File: src/sv/tntp_pkg.sv
// Package for the two-target nearest point tracker: types, constants, sequencer states.
`timescale 1ns / 1ps

package tntp_pkg;

    // Upscale factor from downsampled to full sensor pixels (1 to 8)
    localparam int unsigned DOWNSAMPLE   = 1;
    localparam int unsigned FULL_X_W     = 15;
    localparam int unsigned POS_W        = 16;
    localparam int unsigned SCALE_W      = 16;
    localparam int unsigned FWIDTH_W     = 13;
    localparam int unsigned DT_W         = 24;
    localparam int unsigned VEL_W        = 32;
    localparam int unsigned DIST_W       = 34;
    localparam int unsigned SQ_W         = 32;

    // Shared multiplier operand and product widths
    localparam int unsigned MUL_A_W      = 16;
    localparam int unsigned MUL_B_W      = 20;
    localparam int unsigned MUL_P_W      = MUL_A_W + MUL_B_W;

    // Q4.12 fraction bits
    localparam int unsigned FRAC_W       = 12;

    // Microseconds per second, as a multiplier operand
    localparam logic [MUL_B_W-1:0] USEC_PER_SEC = 20'd1000000;

    // Restoring divider: one quotient bit per cycle over the full product
    localparam int unsigned DIV_STEPS    = MUL_P_W;
    localparam int unsigned DIV_CNT_W    = 6;
    localparam int unsigned REM_W        = DT_W + 1;

    // Saturation limits of a 32-bit signed velocity
    localparam logic [MUL_P_W-1:0] VEL_POS_MAX = 36'h0_7FFF_FFFF;
    localparam logic [MUL_P_W-1:0] VEL_NEG_MAX = 36'h0_8000_0000;

    // Configuration port
    localparam int unsigned CFG_IDX_W    = 2;
    localparam int unsigned CFG_DATA_W   = 16;
    localparam logic [CFG_IDX_W-1:0] CFG_FRAME_WIDTH  = 2'd0;
    localparam logic [CFG_IDX_W-1:0] CFG_WIDTH_SCALE  = 2'd1;
    localparam logic [CFG_IDX_W-1:0] CFG_HEIGHT_SCALE = 2'd2;

    localparam logic [FWIDTH_W-1:0] FRAME_WIDTH_RST  = 13'd640;
    localparam logic [SCALE_W-1:0]  WIDTH_SCALE_RST  = 16'd4096;
    localparam logic [SCALE_W-1:0]  HEIGHT_SCALE_RST = 16'd4096;

    // Input word kinds
    localparam logic KIND_POINT     = 1'b0;
    localparam logic KIND_FRAME_END = 1'b1;

    typedef struct packed {
        logic            kind;
        logic [11:0]     point_x;
        logic [11:0]     point_y;
        logic [DT_W-1:0] delta_time_us;
    } tntp_in_t;

    typedef struct packed {
        logic [POS_W-1:0]        one_pos_x;
        logic [POS_W-1:0]        one_pos_y;
        logic [POS_W-1:0]        two_pos_x;
        logic [POS_W-1:0]        two_pos_y;
        logic signed [VEL_W-1:0] one_vel_x;
        logic signed [VEL_W-1:0] one_vel_y;
        logic signed [VEL_W-1:0] two_vel_x;
        logic signed [VEL_W-1:0] two_vel_y;
        logic                    one_found;
        logic                    two_found;
    } tntp_out_t;

    typedef enum logic [3:0] {
        ST_IDLE,
        ST_MAPX,
        ST_MAPY,
        ST_SQX,
        ST_SQY,
        ST_CMP,
        ST_VMUL,
        ST_VDIV,
        ST_VSAT,
        ST_DONE
    } tntp_state_t;

endpackage

File: src/sv/two_target_nearest_point_tracker.sv
// Top level of the two-target nearest point tracker: sequencer, shared multiplier, divider.
// Point word: accepted in idle, then map x, map y, square x, square y and compare, back to idle;
// the next word is taken once idle again. A point exactly at mid-frame leaves the sequencer idle.
// End-of-frame word: per axis one multiply, 36 restoring divider steps and one saturate step,
// four axes in turn through one divider; then the result word loads once the result register is free.
// The result register holds a word until taken while point words are still accepted.
// Reset (aresetn low, synchronous): positions and candidates cleared, registers to defaults.
`timescale 1ns / 1ps

module two_target_nearest_point_tracker
    import tntp_pkg::*;
(
    input  logic                  aclk,
    input  logic                  aresetn,
    input  logic                  s_valid,
    output logic                  s_ready,
    input  tntp_in_t              s_data,
    output logic                  m_valid,
    input  logic                  m_ready,
    output tntp_out_t             m_data,
    input  logic                  cfg_wr_en,
    input  logic [CFG_IDX_W-1:0]  cfg_index,
    input  logic [CFG_DATA_W-1:0] cfg_wdata
);

    tntp_state_t state_reg, state_next;

    // Configuration
    logic [FWIDTH_W-1:0] frame_width_reg;
    logic [SCALE_W-1:0]  width_scale_reg;
    logic [SCALE_W-1:0]  height_scale_reg;

    // Tracker state
    logic [POS_W-1:0]  pos_x_reg  [2];
    logic [POS_W-1:0]  pos_y_reg  [2];
    logic [POS_W-1:0]  old_x_reg  [2];
    logic [POS_W-1:0]  old_y_reg  [2];
    logic [POS_W-1:0]  cand_x_reg [2];
    logic [POS_W-1:0]  cand_y_reg [2];
    logic [DIST_W-1:0] cand_d_reg [2];
    logic [1:0]        cand_v_reg;

    // Point work registers
    logic [11:0]       px_reg;
    logic [11:0]       py_reg;
    logic              side_reg;
    logic [POS_W-1:0]  tx_reg;
    logic [POS_W-1:0]  ty_reg;
    logic [SQ_W-1:0]   sqx_reg;
    logic [SQ_W-1:0]   sqy_reg;

    // Frame-end work registers
    logic [DT_W-1:0]      dt_reg;
    logic [1:0]           found_reg;
    logic [1:0]           axis_reg;
    logic                 neg_reg;
    logic [MUL_P_W-1:0]   div_q_reg;
    logic [REM_W-1:0]     rem_reg;
    logic [DIV_CNT_W-1:0] cnt_reg;
    logic [VEL_W-1:0]     vel_reg [4];

    logic      m_valid_reg, m_valid_next;
    tntp_out_t out_reg;

    // Handshake
    logic in_fire;
    logic out_load;

    assign s_ready  = (state_reg == ST_IDLE);
    assign in_fire  = s_valid && s_ready;
    assign out_load = (state_reg == ST_DONE) && (!m_valid_reg || m_ready);
    assign m_valid  = m_valid_reg;
    assign m_data   = out_reg;

    // Mid-frame split of the incoming point
    logic [FULL_X_W-1:0] in_full_x;
    logic [FWIDTH_W-2:0] mid;

    assign in_full_x = FULL_X_W'(s_data.point_x) * FULL_X_W'(DOWNSAMPLE);
    assign mid       = frame_width_reg[FWIDTH_W-1:1];

    // Shared multiplier operand selection
    logic [FULL_X_W-1:0] full_x;
    logic [FULL_X_W-1:0] full_y;
    logic [POS_W-1:0]    tgt_x;
    logic [POS_W-1:0]    tgt_y;
    logic [POS_W-1:0]    dx;
    logic [POS_W-1:0]    dy;
    logic [POS_W-1:0]    v_now;
    logic [POS_W-1:0]    v_old;
    logic                v_neg;
    logic [POS_W-1:0]    v_mag;
    logic [MUL_A_W-1:0]  mul_a;
    logic [MUL_B_W-1:0]  mul_b;
    logic [MUL_P_W-1:0]  mul_p;
    logic [POS_W-1:0]    map_sat;

    assign full_x = FULL_X_W'(px_reg) * FULL_X_W'(DOWNSAMPLE);
    assign full_y = FULL_X_W'(py_reg) * FULL_X_W'(DOWNSAMPLE);
    assign tgt_x  = pos_x_reg[side_reg];
    assign tgt_y  = pos_y_reg[side_reg];
    assign dx     = (tx_reg > tgt_x) ? (tx_reg - tgt_x) : (tgt_x - tx_reg);
    assign dy     = (ty_reg > tgt_y) ? (ty_reg - tgt_y) : (tgt_y - ty_reg);
    assign v_now  = axis_reg[0] ? pos_y_reg[axis_reg[1]] : pos_x_reg[axis_reg[1]];
    assign v_old  = axis_reg[0] ? old_y_reg[axis_reg[1]] : old_x_reg[axis_reg[1]];
    assign v_neg  = (v_now < v_old);
    assign v_mag  = v_neg ? (v_old - v_now) : (v_now - v_old);

    always_comb begin
        case (state_reg)
            ST_MAPX: begin
                mul_a = MUL_A_W'(full_x);
                mul_b = MUL_B_W'(width_scale_reg);
            end
            ST_MAPY: begin
                mul_a = MUL_A_W'(full_y);
                mul_b = MUL_B_W'(height_scale_reg);
            end
            ST_SQX: begin
                mul_a = dx;
                mul_b = MUL_B_W'(dx);
            end
            ST_SQY: begin
                mul_a = dy;
                mul_b = MUL_B_W'(dy);
            end
            ST_VMUL: begin
                mul_a = v_mag;
                mul_b = USEC_PER_SEC;
            end
            default: begin
                mul_a = '0;
                mul_b = '0;
            end
        endcase
    end

    assign mul_p = MUL_P_W'(mul_a) * MUL_P_W'(mul_b);

    // Q4.12 drop and clamp to the 16-bit position range
    assign map_sat = (|mul_p[MUL_P_W-1:FRAC_W+POS_W]) ? '1 : mul_p[FRAC_W+POS_W-1:FRAC_W];

    // Squared distance against the current candidate
    logic [DIST_W-1:0] dist_sum;
    logic              take_cand;

    assign dist_sum  = DIST_W'(sqx_reg) + DIST_W'(sqy_reg);
    assign take_cand = !cand_v_reg[side_reg] || (dist_sum < cand_d_reg[side_reg]);

    // Restoring divider step
    logic [REM_W-1:0] rem_sh;
    logic             rem_ge;
    logic [REM_W-1:0] rem_step;

    assign rem_sh   = {rem_reg[REM_W-2:0], div_q_reg[MUL_P_W-1]};
    assign rem_ge   = (rem_sh >= REM_W'(dt_reg));
    assign rem_step = rem_ge ? (rem_sh - REM_W'(dt_reg)) : rem_sh;

    // Saturated, signed velocity of the finished axis
    logic [VEL_W-1:0] vel_sat;

    always_comb begin
        if (dt_reg == '0) begin
            vel_sat = '0;
        end else if (neg_reg) begin
            vel_sat = (div_q_reg > VEL_NEG_MAX) ? VEL_NEG_MAX[VEL_W-1:0]
                                                : (VEL_W'(0) - div_q_reg[VEL_W-1:0]);
        end else begin
            vel_sat = (div_q_reg > VEL_POS_MAX) ? VEL_POS_MAX[VEL_W-1:0]
                                                : div_q_reg[VEL_W-1:0];
        end
    end

    // Next state and result valid
    always_comb begin
        state_next   = state_reg;
        m_valid_next = m_valid_reg;
        if (m_valid_reg && m_ready) begin
            m_valid_next = 1'b0;
        end
        case (state_reg)
            ST_IDLE: begin
                if (in_fire) begin
                    if (s_data.kind == KIND_FRAME_END) begin
                        state_next = ST_VMUL;
                    end else if (FULL_X_W'(mid) != in_full_x) begin
                        state_next = ST_MAPX;
                    end
                end
            end
            ST_MAPX: state_next = ST_MAPY;
            ST_MAPY: state_next = ST_SQX;
            ST_SQX:  state_next = ST_SQY;
            ST_SQY:  state_next = ST_CMP;
            ST_CMP:  state_next = ST_IDLE;
            ST_VMUL: state_next = ST_VDIV;
            ST_VDIV: begin
                if (cnt_reg == DIV_CNT_W'(DIV_STEPS - 1)) begin
                    state_next = ST_VSAT;
                end
            end
            ST_VSAT: state_next = (axis_reg == 2'd3) ? ST_DONE : ST_VMUL;
            ST_DONE: begin
                if (out_load) begin
                    m_valid_next = 1'b1;
                    state_next   = ST_IDLE;
                end
            end
            default: state_next = ST_IDLE;
        endcase
    end

    // State register
    always_ff @(posedge aclk) begin
        if (!aresetn) begin
            state_reg   <= ST_IDLE;
            m_valid_reg <= 1'b0;
        end else begin
            state_reg   <= state_next;
            m_valid_reg <= m_valid_next;
        end
    end

    // Configuration writes; unknown indices are ignored
    always_ff @(posedge aclk) begin
        if (!aresetn) begin
            frame_width_reg  <= FRAME_WIDTH_RST;
            width_scale_reg  <= WIDTH_SCALE_RST;
            height_scale_reg <= HEIGHT_SCALE_RST;
        end else if (cfg_wr_en) begin
            case (cfg_index)
                CFG_FRAME_WIDTH:  frame_width_reg  <= cfg_wdata[FWIDTH_W-1:0];
                CFG_WIDTH_SCALE:  width_scale_reg  <= cfg_wdata;
                CFG_HEIGHT_SCALE: height_scale_reg <= cfg_wdata;
                default: ;
            endcase
        end
    end

    // Target positions and candidate flags (control state, cleared by reset)
    always_ff @(posedge aclk) begin
        if (!aresetn) begin
            pos_x_reg[0] <= '0;
            pos_x_reg[1] <= '0;
            pos_y_reg[0] <= '0;
            pos_y_reg[1] <= '0;
            cand_v_reg   <= '0;
        end else if (in_fire && (s_data.kind == KIND_FRAME_END)) begin
            // Frame end: targets with a candidate take its position
            for (int t = 0; t < 2; t++) begin
                if (cand_v_reg[t]) begin
                    pos_x_reg[t] <= cand_x_reg[t];
                    pos_y_reg[t] <= cand_y_reg[t];
                end
            end
            cand_v_reg <= '0;
        end else if ((state_reg == ST_CMP) && take_cand) begin
            cand_v_reg[side_reg] <= 1'b1;
        end
    end

    // Point datapath
    always_ff @(posedge aclk) begin
        if (in_fire && (s_data.kind == KIND_POINT)) begin
            px_reg   <= s_data.point_x;
            py_reg   <= s_data.point_y;
            side_reg <= (in_full_x > FULL_X_W'(mid));
        end
        case (state_reg)
            ST_MAPX: tx_reg  <= map_sat;
            ST_MAPY: ty_reg  <= map_sat;
            ST_SQX:  sqx_reg <= mul_p[SQ_W-1:0];
            ST_SQY:  sqy_reg <= mul_p[SQ_W-1:0];
            ST_CMP: begin
                if (take_cand) begin
                    cand_d_reg[side_reg] <= dist_sum;
                    cand_x_reg[side_reg] <= tx_reg;
                    cand_y_reg[side_reg] <= ty_reg;
                end
            end
            default: ;
        endcase
    end

    // Frame-end datapath: velocity per axis through the divider
    always_ff @(posedge aclk) begin
        if (in_fire && (s_data.kind == KIND_FRAME_END)) begin
            dt_reg       <= s_data.delta_time_us;
            found_reg    <= cand_v_reg;
            old_x_reg[0] <= pos_x_reg[0];
            old_x_reg[1] <= pos_x_reg[1];
            old_y_reg[0] <= pos_y_reg[0];
            old_y_reg[1] <= pos_y_reg[1];
            axis_reg     <= '0;
        end
        case (state_reg)
            ST_VMUL: begin
                neg_reg   <= v_neg;
                div_q_reg <= mul_p;
                rem_reg   <= '0;
                cnt_reg   <= '0;
            end
            ST_VDIV: begin
                rem_reg   <= rem_step;
                div_q_reg <= {div_q_reg[MUL_P_W-2:0], rem_ge};
                cnt_reg   <= cnt_reg + 1'b1;
            end
            ST_VSAT: begin
                vel_reg[axis_reg] <= vel_sat;
                axis_reg          <= axis_reg + 1'b1;
            end
            default: ;
        endcase
    end

    // Result word register
    always_ff @(posedge aclk) begin
        if (out_load) begin
            out_reg.one_pos_x <= pos_x_reg[0];
            out_reg.one_pos_y <= pos_y_reg[0];
            out_reg.two_pos_x <= pos_x_reg[1];
            out_reg.two_pos_y <= pos_y_reg[1];
            out_reg.one_vel_x <= vel_reg[0];
            out_reg.one_vel_y <= vel_reg[1];
            out_reg.two_vel_x <= vel_reg[2];
            out_reg.two_vel_y <= vel_reg[3];
            out_reg.one_found <= found_reg[0];
            out_reg.two_found <= found_reg[1];
        end
    end

    // Checks
    a_busy_after_frame_end: assert property (@(posedge aclk) disable iff (!aresetn)
        (in_fire && (s_data.kind == KIND_FRAME_END)) |=> !s_ready)
        else $error("tracker ready straight after a frame-end word");

    a_cand_cleared: assert property (@(posedge aclk) disable iff (!aresetn)
        (in_fire && (s_data.kind == KIND_FRAME_END)) |=> (cand_v_reg == 2'b00))
        else $error("candidates not cleared at frame end");

    a_result_from_done: assert property (@(posedge aclk) disable iff (!aresetn)
        $rose(m_valid_reg) |-> $past(state_reg == ST_DONE))
        else $error("result word raised outside the done step");

    a_rem_below_divisor: assert property (@(posedge aclk) disable iff (!aresetn)
        ((state_reg == ST_VDIV) && (dt_reg != '0)) |-> (rem_reg < REM_W'(dt_reg)))
        else $error("divider remainder not below divisor");

endmodule
File: config.mk
export PLATFORM = sky130hd
export DESIGN_NAME = two_target_nearest_point_tracker
export DESIGN_NICKNAME = d
export VERILOG_FILES = /design/src/sv/tntp_pkg.sv /design/src/sv/two_target_nearest_point_tracker.sv
export SDC_FILE = /design/constraint.sdc
export NUM_CORES = 2
export LEC_CHECK = 0
export ABC_AREA = 1
export BUFFER_PORTS_ARGS = -buffer_cell sky130_fd_sc_hd__buf_2
export CORE_ASPECT_RATIO = 0.9
export CORE_MARGIN = 3
export CORE_UTILIZATION = 30
export DETAILED_ROUTE_END_ITERATION = 6
export GPL_ROUTABILITY_DRIVEN = 0
export GPL_TIMING_DRIVEN = 0
export PLACE_DENSITY = 0.52
export SETUP_SLACK_MARGIN = 0.3
export SYNTH_ARGS = -nofsm -noshare
export SYNTH_HDL_FRONTEND = slang
export SYNTH_SLANG_ARGS = --single-unit
File: constraint.sdc
create_clock -name aclk -period 13.7 [get_ports aclk]
set_input_delay 2.74 -clock aclk [delete_from_list [all_inputs] [get_ports aclk]]
set_output_delay 2.74 -clock aclk [all_outputs]
set_load 0.02 [all_outputs]
Word-level counts from Yosys, hierarchy flattened. Memories as Yosys holds them, arrays and structs flattened. A register that Yosys moved wholly into a read port is not among the register bits. Cells that the tools add are included.

Flip-flop bits (word level): 334. Word-level logic and storage cells: 162. RAM bits: 386. Input port bits: 72. Memories: 8.

Memories: vel_reg (words 4, width 32, read ports 4, clocked after memory_dff 4, wr ports 1, RTL line two_target_nearest_point_tracker.sv:60) `logic [VEL_W-1:0] vel_reg [4];`; cand_d_reg (words 2, width 33, read ports 1, clocked after memory_dff 1, wr ports 1, RTL line two_target_nearest_point_tracker.sv:40) `logic [DIST_W-1:0] cand_d_reg [2];`; cand_x_reg (words 2, width 16, read ports 2, clocked after memory_dff 0, wr ports 1, RTL line two_target_nearest_point_tracker.sv:38) `logic [POS_W-1:0] cand_x_reg [2];`; cand_y_reg (words 2, width 16, read ports 2, clocked after memory_dff 0, wr ports 1, RTL line two_target_nearest_point_tracker.sv:39) `logic [POS_W-1:0] cand_y_reg [2];`; old_x_reg (words 2, width 16, read ports 1, clocked after memory_dff 1, wr ports 2, RTL line two_target_nearest_point_tracker.sv:36) `logic [POS_W-1:0] old_x_reg [2];`; old_y_reg (words 2, width 16, read ports 1, clocked after memory_dff 1, wr ports 2, RTL line two_target_nearest_point_tracker.sv:37) `logic [POS_W-1:0] old_y_reg [2];`; 2 more memories.

Reductions and logical operators: 22. Bitwise logic cells: 7. Eq/ne operators: 18. $add $sub $neg: 11. $lt $le $gt $ge: 10. Muxes and demuxes: 59. $mul: 1.

Operators with widths (number): $mux W16 (10); $mux W32 (4); $pmux W20 S5 (1); $sub A16 B16 Y16 (6); $pmux W16 S5 (1); $pmux W36 S2 (1); $pmux W24 S2 (1); $gt A36 B31 Y1 const B (1); $gt A36 B32 Y1 const B (1); $mul A16 B20 Y36 (1); $pmux W4 S9 (1); $lt A33 B34 Y1 (1); $add A32 B32 Y33 (1); $gt A16 B16 Y1 (2); $sub A1 B32 Y32 const A (1); $mux W1 (29); $ge A25 B24 Y1 (1); $logic_not A24 Y1 (1); $mux W24 (1); $mux W4 (6); $sub A24 B24 Y24 (1); $eq A4 B3 Y1 const B (4); $lt A16 B16 Y1 (1); $gt A12 B12 Y1 (1); 30 further kinds (50).

Logic depth before layout (Yosys ltp).
Depth in word-level cells: 7. Depth in mapped cells: 51. Gate-level depth less buffers: 47.

Worst setup path after synthesis. Ideal clock, no wire load.

Path type: input to register. From: in m_ready. To: reg out_reg, in the netlist m_data[0], enable pin. Path slack: 2095 ps. Stages on the path: 2. Arrival time: 10852 ps. Library setup time: 753 ps. Cells stage by stage: nor2_1 nor2_1.

Word-level cells in the longest chain between the ends: 2.

Ends and longest elaborated chain: start: declaration (RTL line two_target_nearest_point_tracker.sv:19) `input logic m_ready,`; $logic_or A1 B1 Y1 (RTL line two_target_nearest_point_tracker.sv:71) `assign out_load = (state_reg == ST_DONE) && (!m_valid_reg || m_ready);`; $logic_and A1 B1 Y1 (RTL line two_target_nearest_point_tracker.sv:71); named net out_load (RTL line two_target_nearest_point_tracker.sv:67) `logic out_load;`; end: declaration (RTL line two_target_nearest_point_tracker.sv:63) `tntp_out_t out_reg;`.

The timed path passes the listed nets, and every way through them passes these cells. A chain may end at the register's enable or synchronous reset.

==> flow_summary.ini <==
[status]
status = complete, no violations

[die]
num_rows = 145
fp.dieArea_mm2 = 0.182
die_x_um = 450
initial_core_util_pct = 30.4
die_h_um = 406
num_io_pins = 268
core_mm2 = 0.175

[layout]
layout.nets = 6634
seq_area_mm2 = 0.0250
layout_commonest_cell = nand2_1
multi_input_area_mm2 = 0.0234
final_cell_mix = nand2_1, inv_1, edfxtp_1, nor2_1, ha_1
drive_gt1_share_pct = 11.0
final_area_mm2 = 0.0611
largest_reg_flops = 194
fin_cells = 8435
syn2layout_area_growth_pct = 14.9
fillers = 17800

[critical_path]
critPathArrivalTime_ps = 11440
critPathMostFrequentCell = nand2_1
required_ps = 14060
crit_path_top_delay_cell = dfxtp_1
max_stage_delay_ps = 600
crit_path_end_kind = flop
crit_type = reg2reg
startpoint_type = flop
critPathMaxFanout = 10
r2r_cells = 41

[job]
max_cap_violations = 0

[clocking]
cts-root-buf = clkbuf_16
ctsHtreeMaxLevel = 3
cts_resized = 0
clkLatencyLatePin_ps = 710
cts_hold_buf = 0
clock-sinks = 849
clk_transition_reported_paths_ps = 60
cts_made_buffers = 94
clock_path_buffers = 3
post_cts_buffers = 0
cts_tree = built

[routing]
wl_met3_um = 9750
routedWlPerCell_um = 19.3
antenna_left = 0
wl_met1_um = 72800
wl_um = 163000
drc_errors = 0
topRoutingLayerUsed = met5
first_iter_violations = 3568
first_pass_iters = 6
viasPerCell = 4.68
vias = 39500
met2_length_um = 74800

[yosys]
yosysWarningCount = 0
seq_area_frac_synth_pct = 46.9
avgSynthCellArea_um2 = 9.47
syn_area_mm2 = 0.0532
async_reset_ff_share_pct = 0
syn_inst = 5616
ys_types = 60
synth_fp_nets = 6250
synth_seq_cells = 849
synth_flop_cell = edfxtp_1
synth-edff-count = 796

[grt]
antenna_found_initial = 9
first_global_vias = 39100
grt_usage_pct = 17.5
grt_pass1_wl_um = 244000
grt_max_degree = 55
overflow = 0

[sta]
tns_ps = 0
hold_viol_final = 0
setup_viol = 0
drv_slew = 0
clock_skew_ps = 75.6
fin_crit_ps = 11080
clock.fmax_mhz = 90.3
timing.slew.headroom_pct = 17.6
rsz0062_at_grt = false
layout_setup_ws_ps = 2620
worstMarginPinSlew_ps = 1240
finalCritPeriodShare_pct = 80.8

[worst_hold_path]
hold_depth = 0
hold_start = vel_reg[3][6]
hp-class = reg2reg

[placement]
place_ws_ps = 2790
dpl.hpwl_um = 130000
port_buffers = 266
place_inst = 8256
dpl_cell_area_mm2 = 0.0580

[power_and_ir_drop]
p_leak_nw = 27.9
vdd_drop_max_mv = 0.133
p_per_area_mw_per_mm2 = 225
total_power_mw = 13.7
## power breakdown
part,switching [mW],internal (mW),total [mW]
registers,0.191,3.51,3.70
logic,5.22,2.31,7.53
clock network,1.08,1.44,2.52
## synthesized netlist by cell type, types with 53 or more instances
library cell	instances	share of area, %
edfxtp_1	796	45
fa_1	254	9.6
nand2_1	1329	9.4
o21ai_0	233	2.2
dfxtp_1	53	2.0
nor2_1	391	2.8
xor2_1	78	1.3
ha_1	308	7.2
clkbuf_1	58	0.41
inv_1	1088	7.7
nand3_1	229	2.2
a21oi_1	262	2.5
## layout make-up
| cell class | count | area share [%] |
|---|---|---|
| antenna | 5 | 0.0205 |
| buffer | 128 | 1.23 |
| clock buffer | 117 | 4.08 |
| clock inverter | 57 | 0.972 |
| inverter | 1105 | 6.80 |
| multi-input combinational | 3534 | 38.3 |
| sequential | 849 | 40.8 |
| tap | 2352 | 4.81 |
| timing repair buffer | 288 | 2.93 |
## worst paths after layout
check / to / slack, ps
hold / removal: m_data[8] / 360
setup / recovery: ty_reg[11] / 2620
setup reg to reg: ty_reg[11] / 2620
hold reg to reg: m_data[8] / 360
## stage by stage
stage | hold WS, ps | util [%]
after floorplan | 400 | -
after global placement | 401 | 32.9
after detailed placement | 405 | 33.2
after CTS | 346 | 34.9
after global routing | 356 | 34.9
final | 360 | 35.0
## critical path: cells and delay by family, from the launching register on
| kind | cells | cell delay (ps) |
|---|---|---|
| flops | 1 | 600 |
| compound gates | 2 | 800 |
| fa+ha+maj | 8 | 3980 |
| buf+inv | 9 | 2080 |
| simple gates | 22 | 3210 |
## logic make-up after synthesis
logic type / Yosys count / share of synthesized area [%]
muxes: 34 / 0.640
DFF: 849 / 46.9
adders and majority gates: 562 / 16.8
and+or+nand+nor: 2216 / 18.2
xor gates and xnor gates: 117 / 1.93
AOI/OAI and AO/OA: 605 / 6.34
buffers and inverters: 1233 / 9.21
## routing by layer
metal,up-vias,track usage (%)
met5,-,0
met3,255,2.42
met4,4,5.41
met2,1238,28.8
met1,19100,24.0
li1,18900,-
Note: power is estimated with default switching activity, not from simulation.
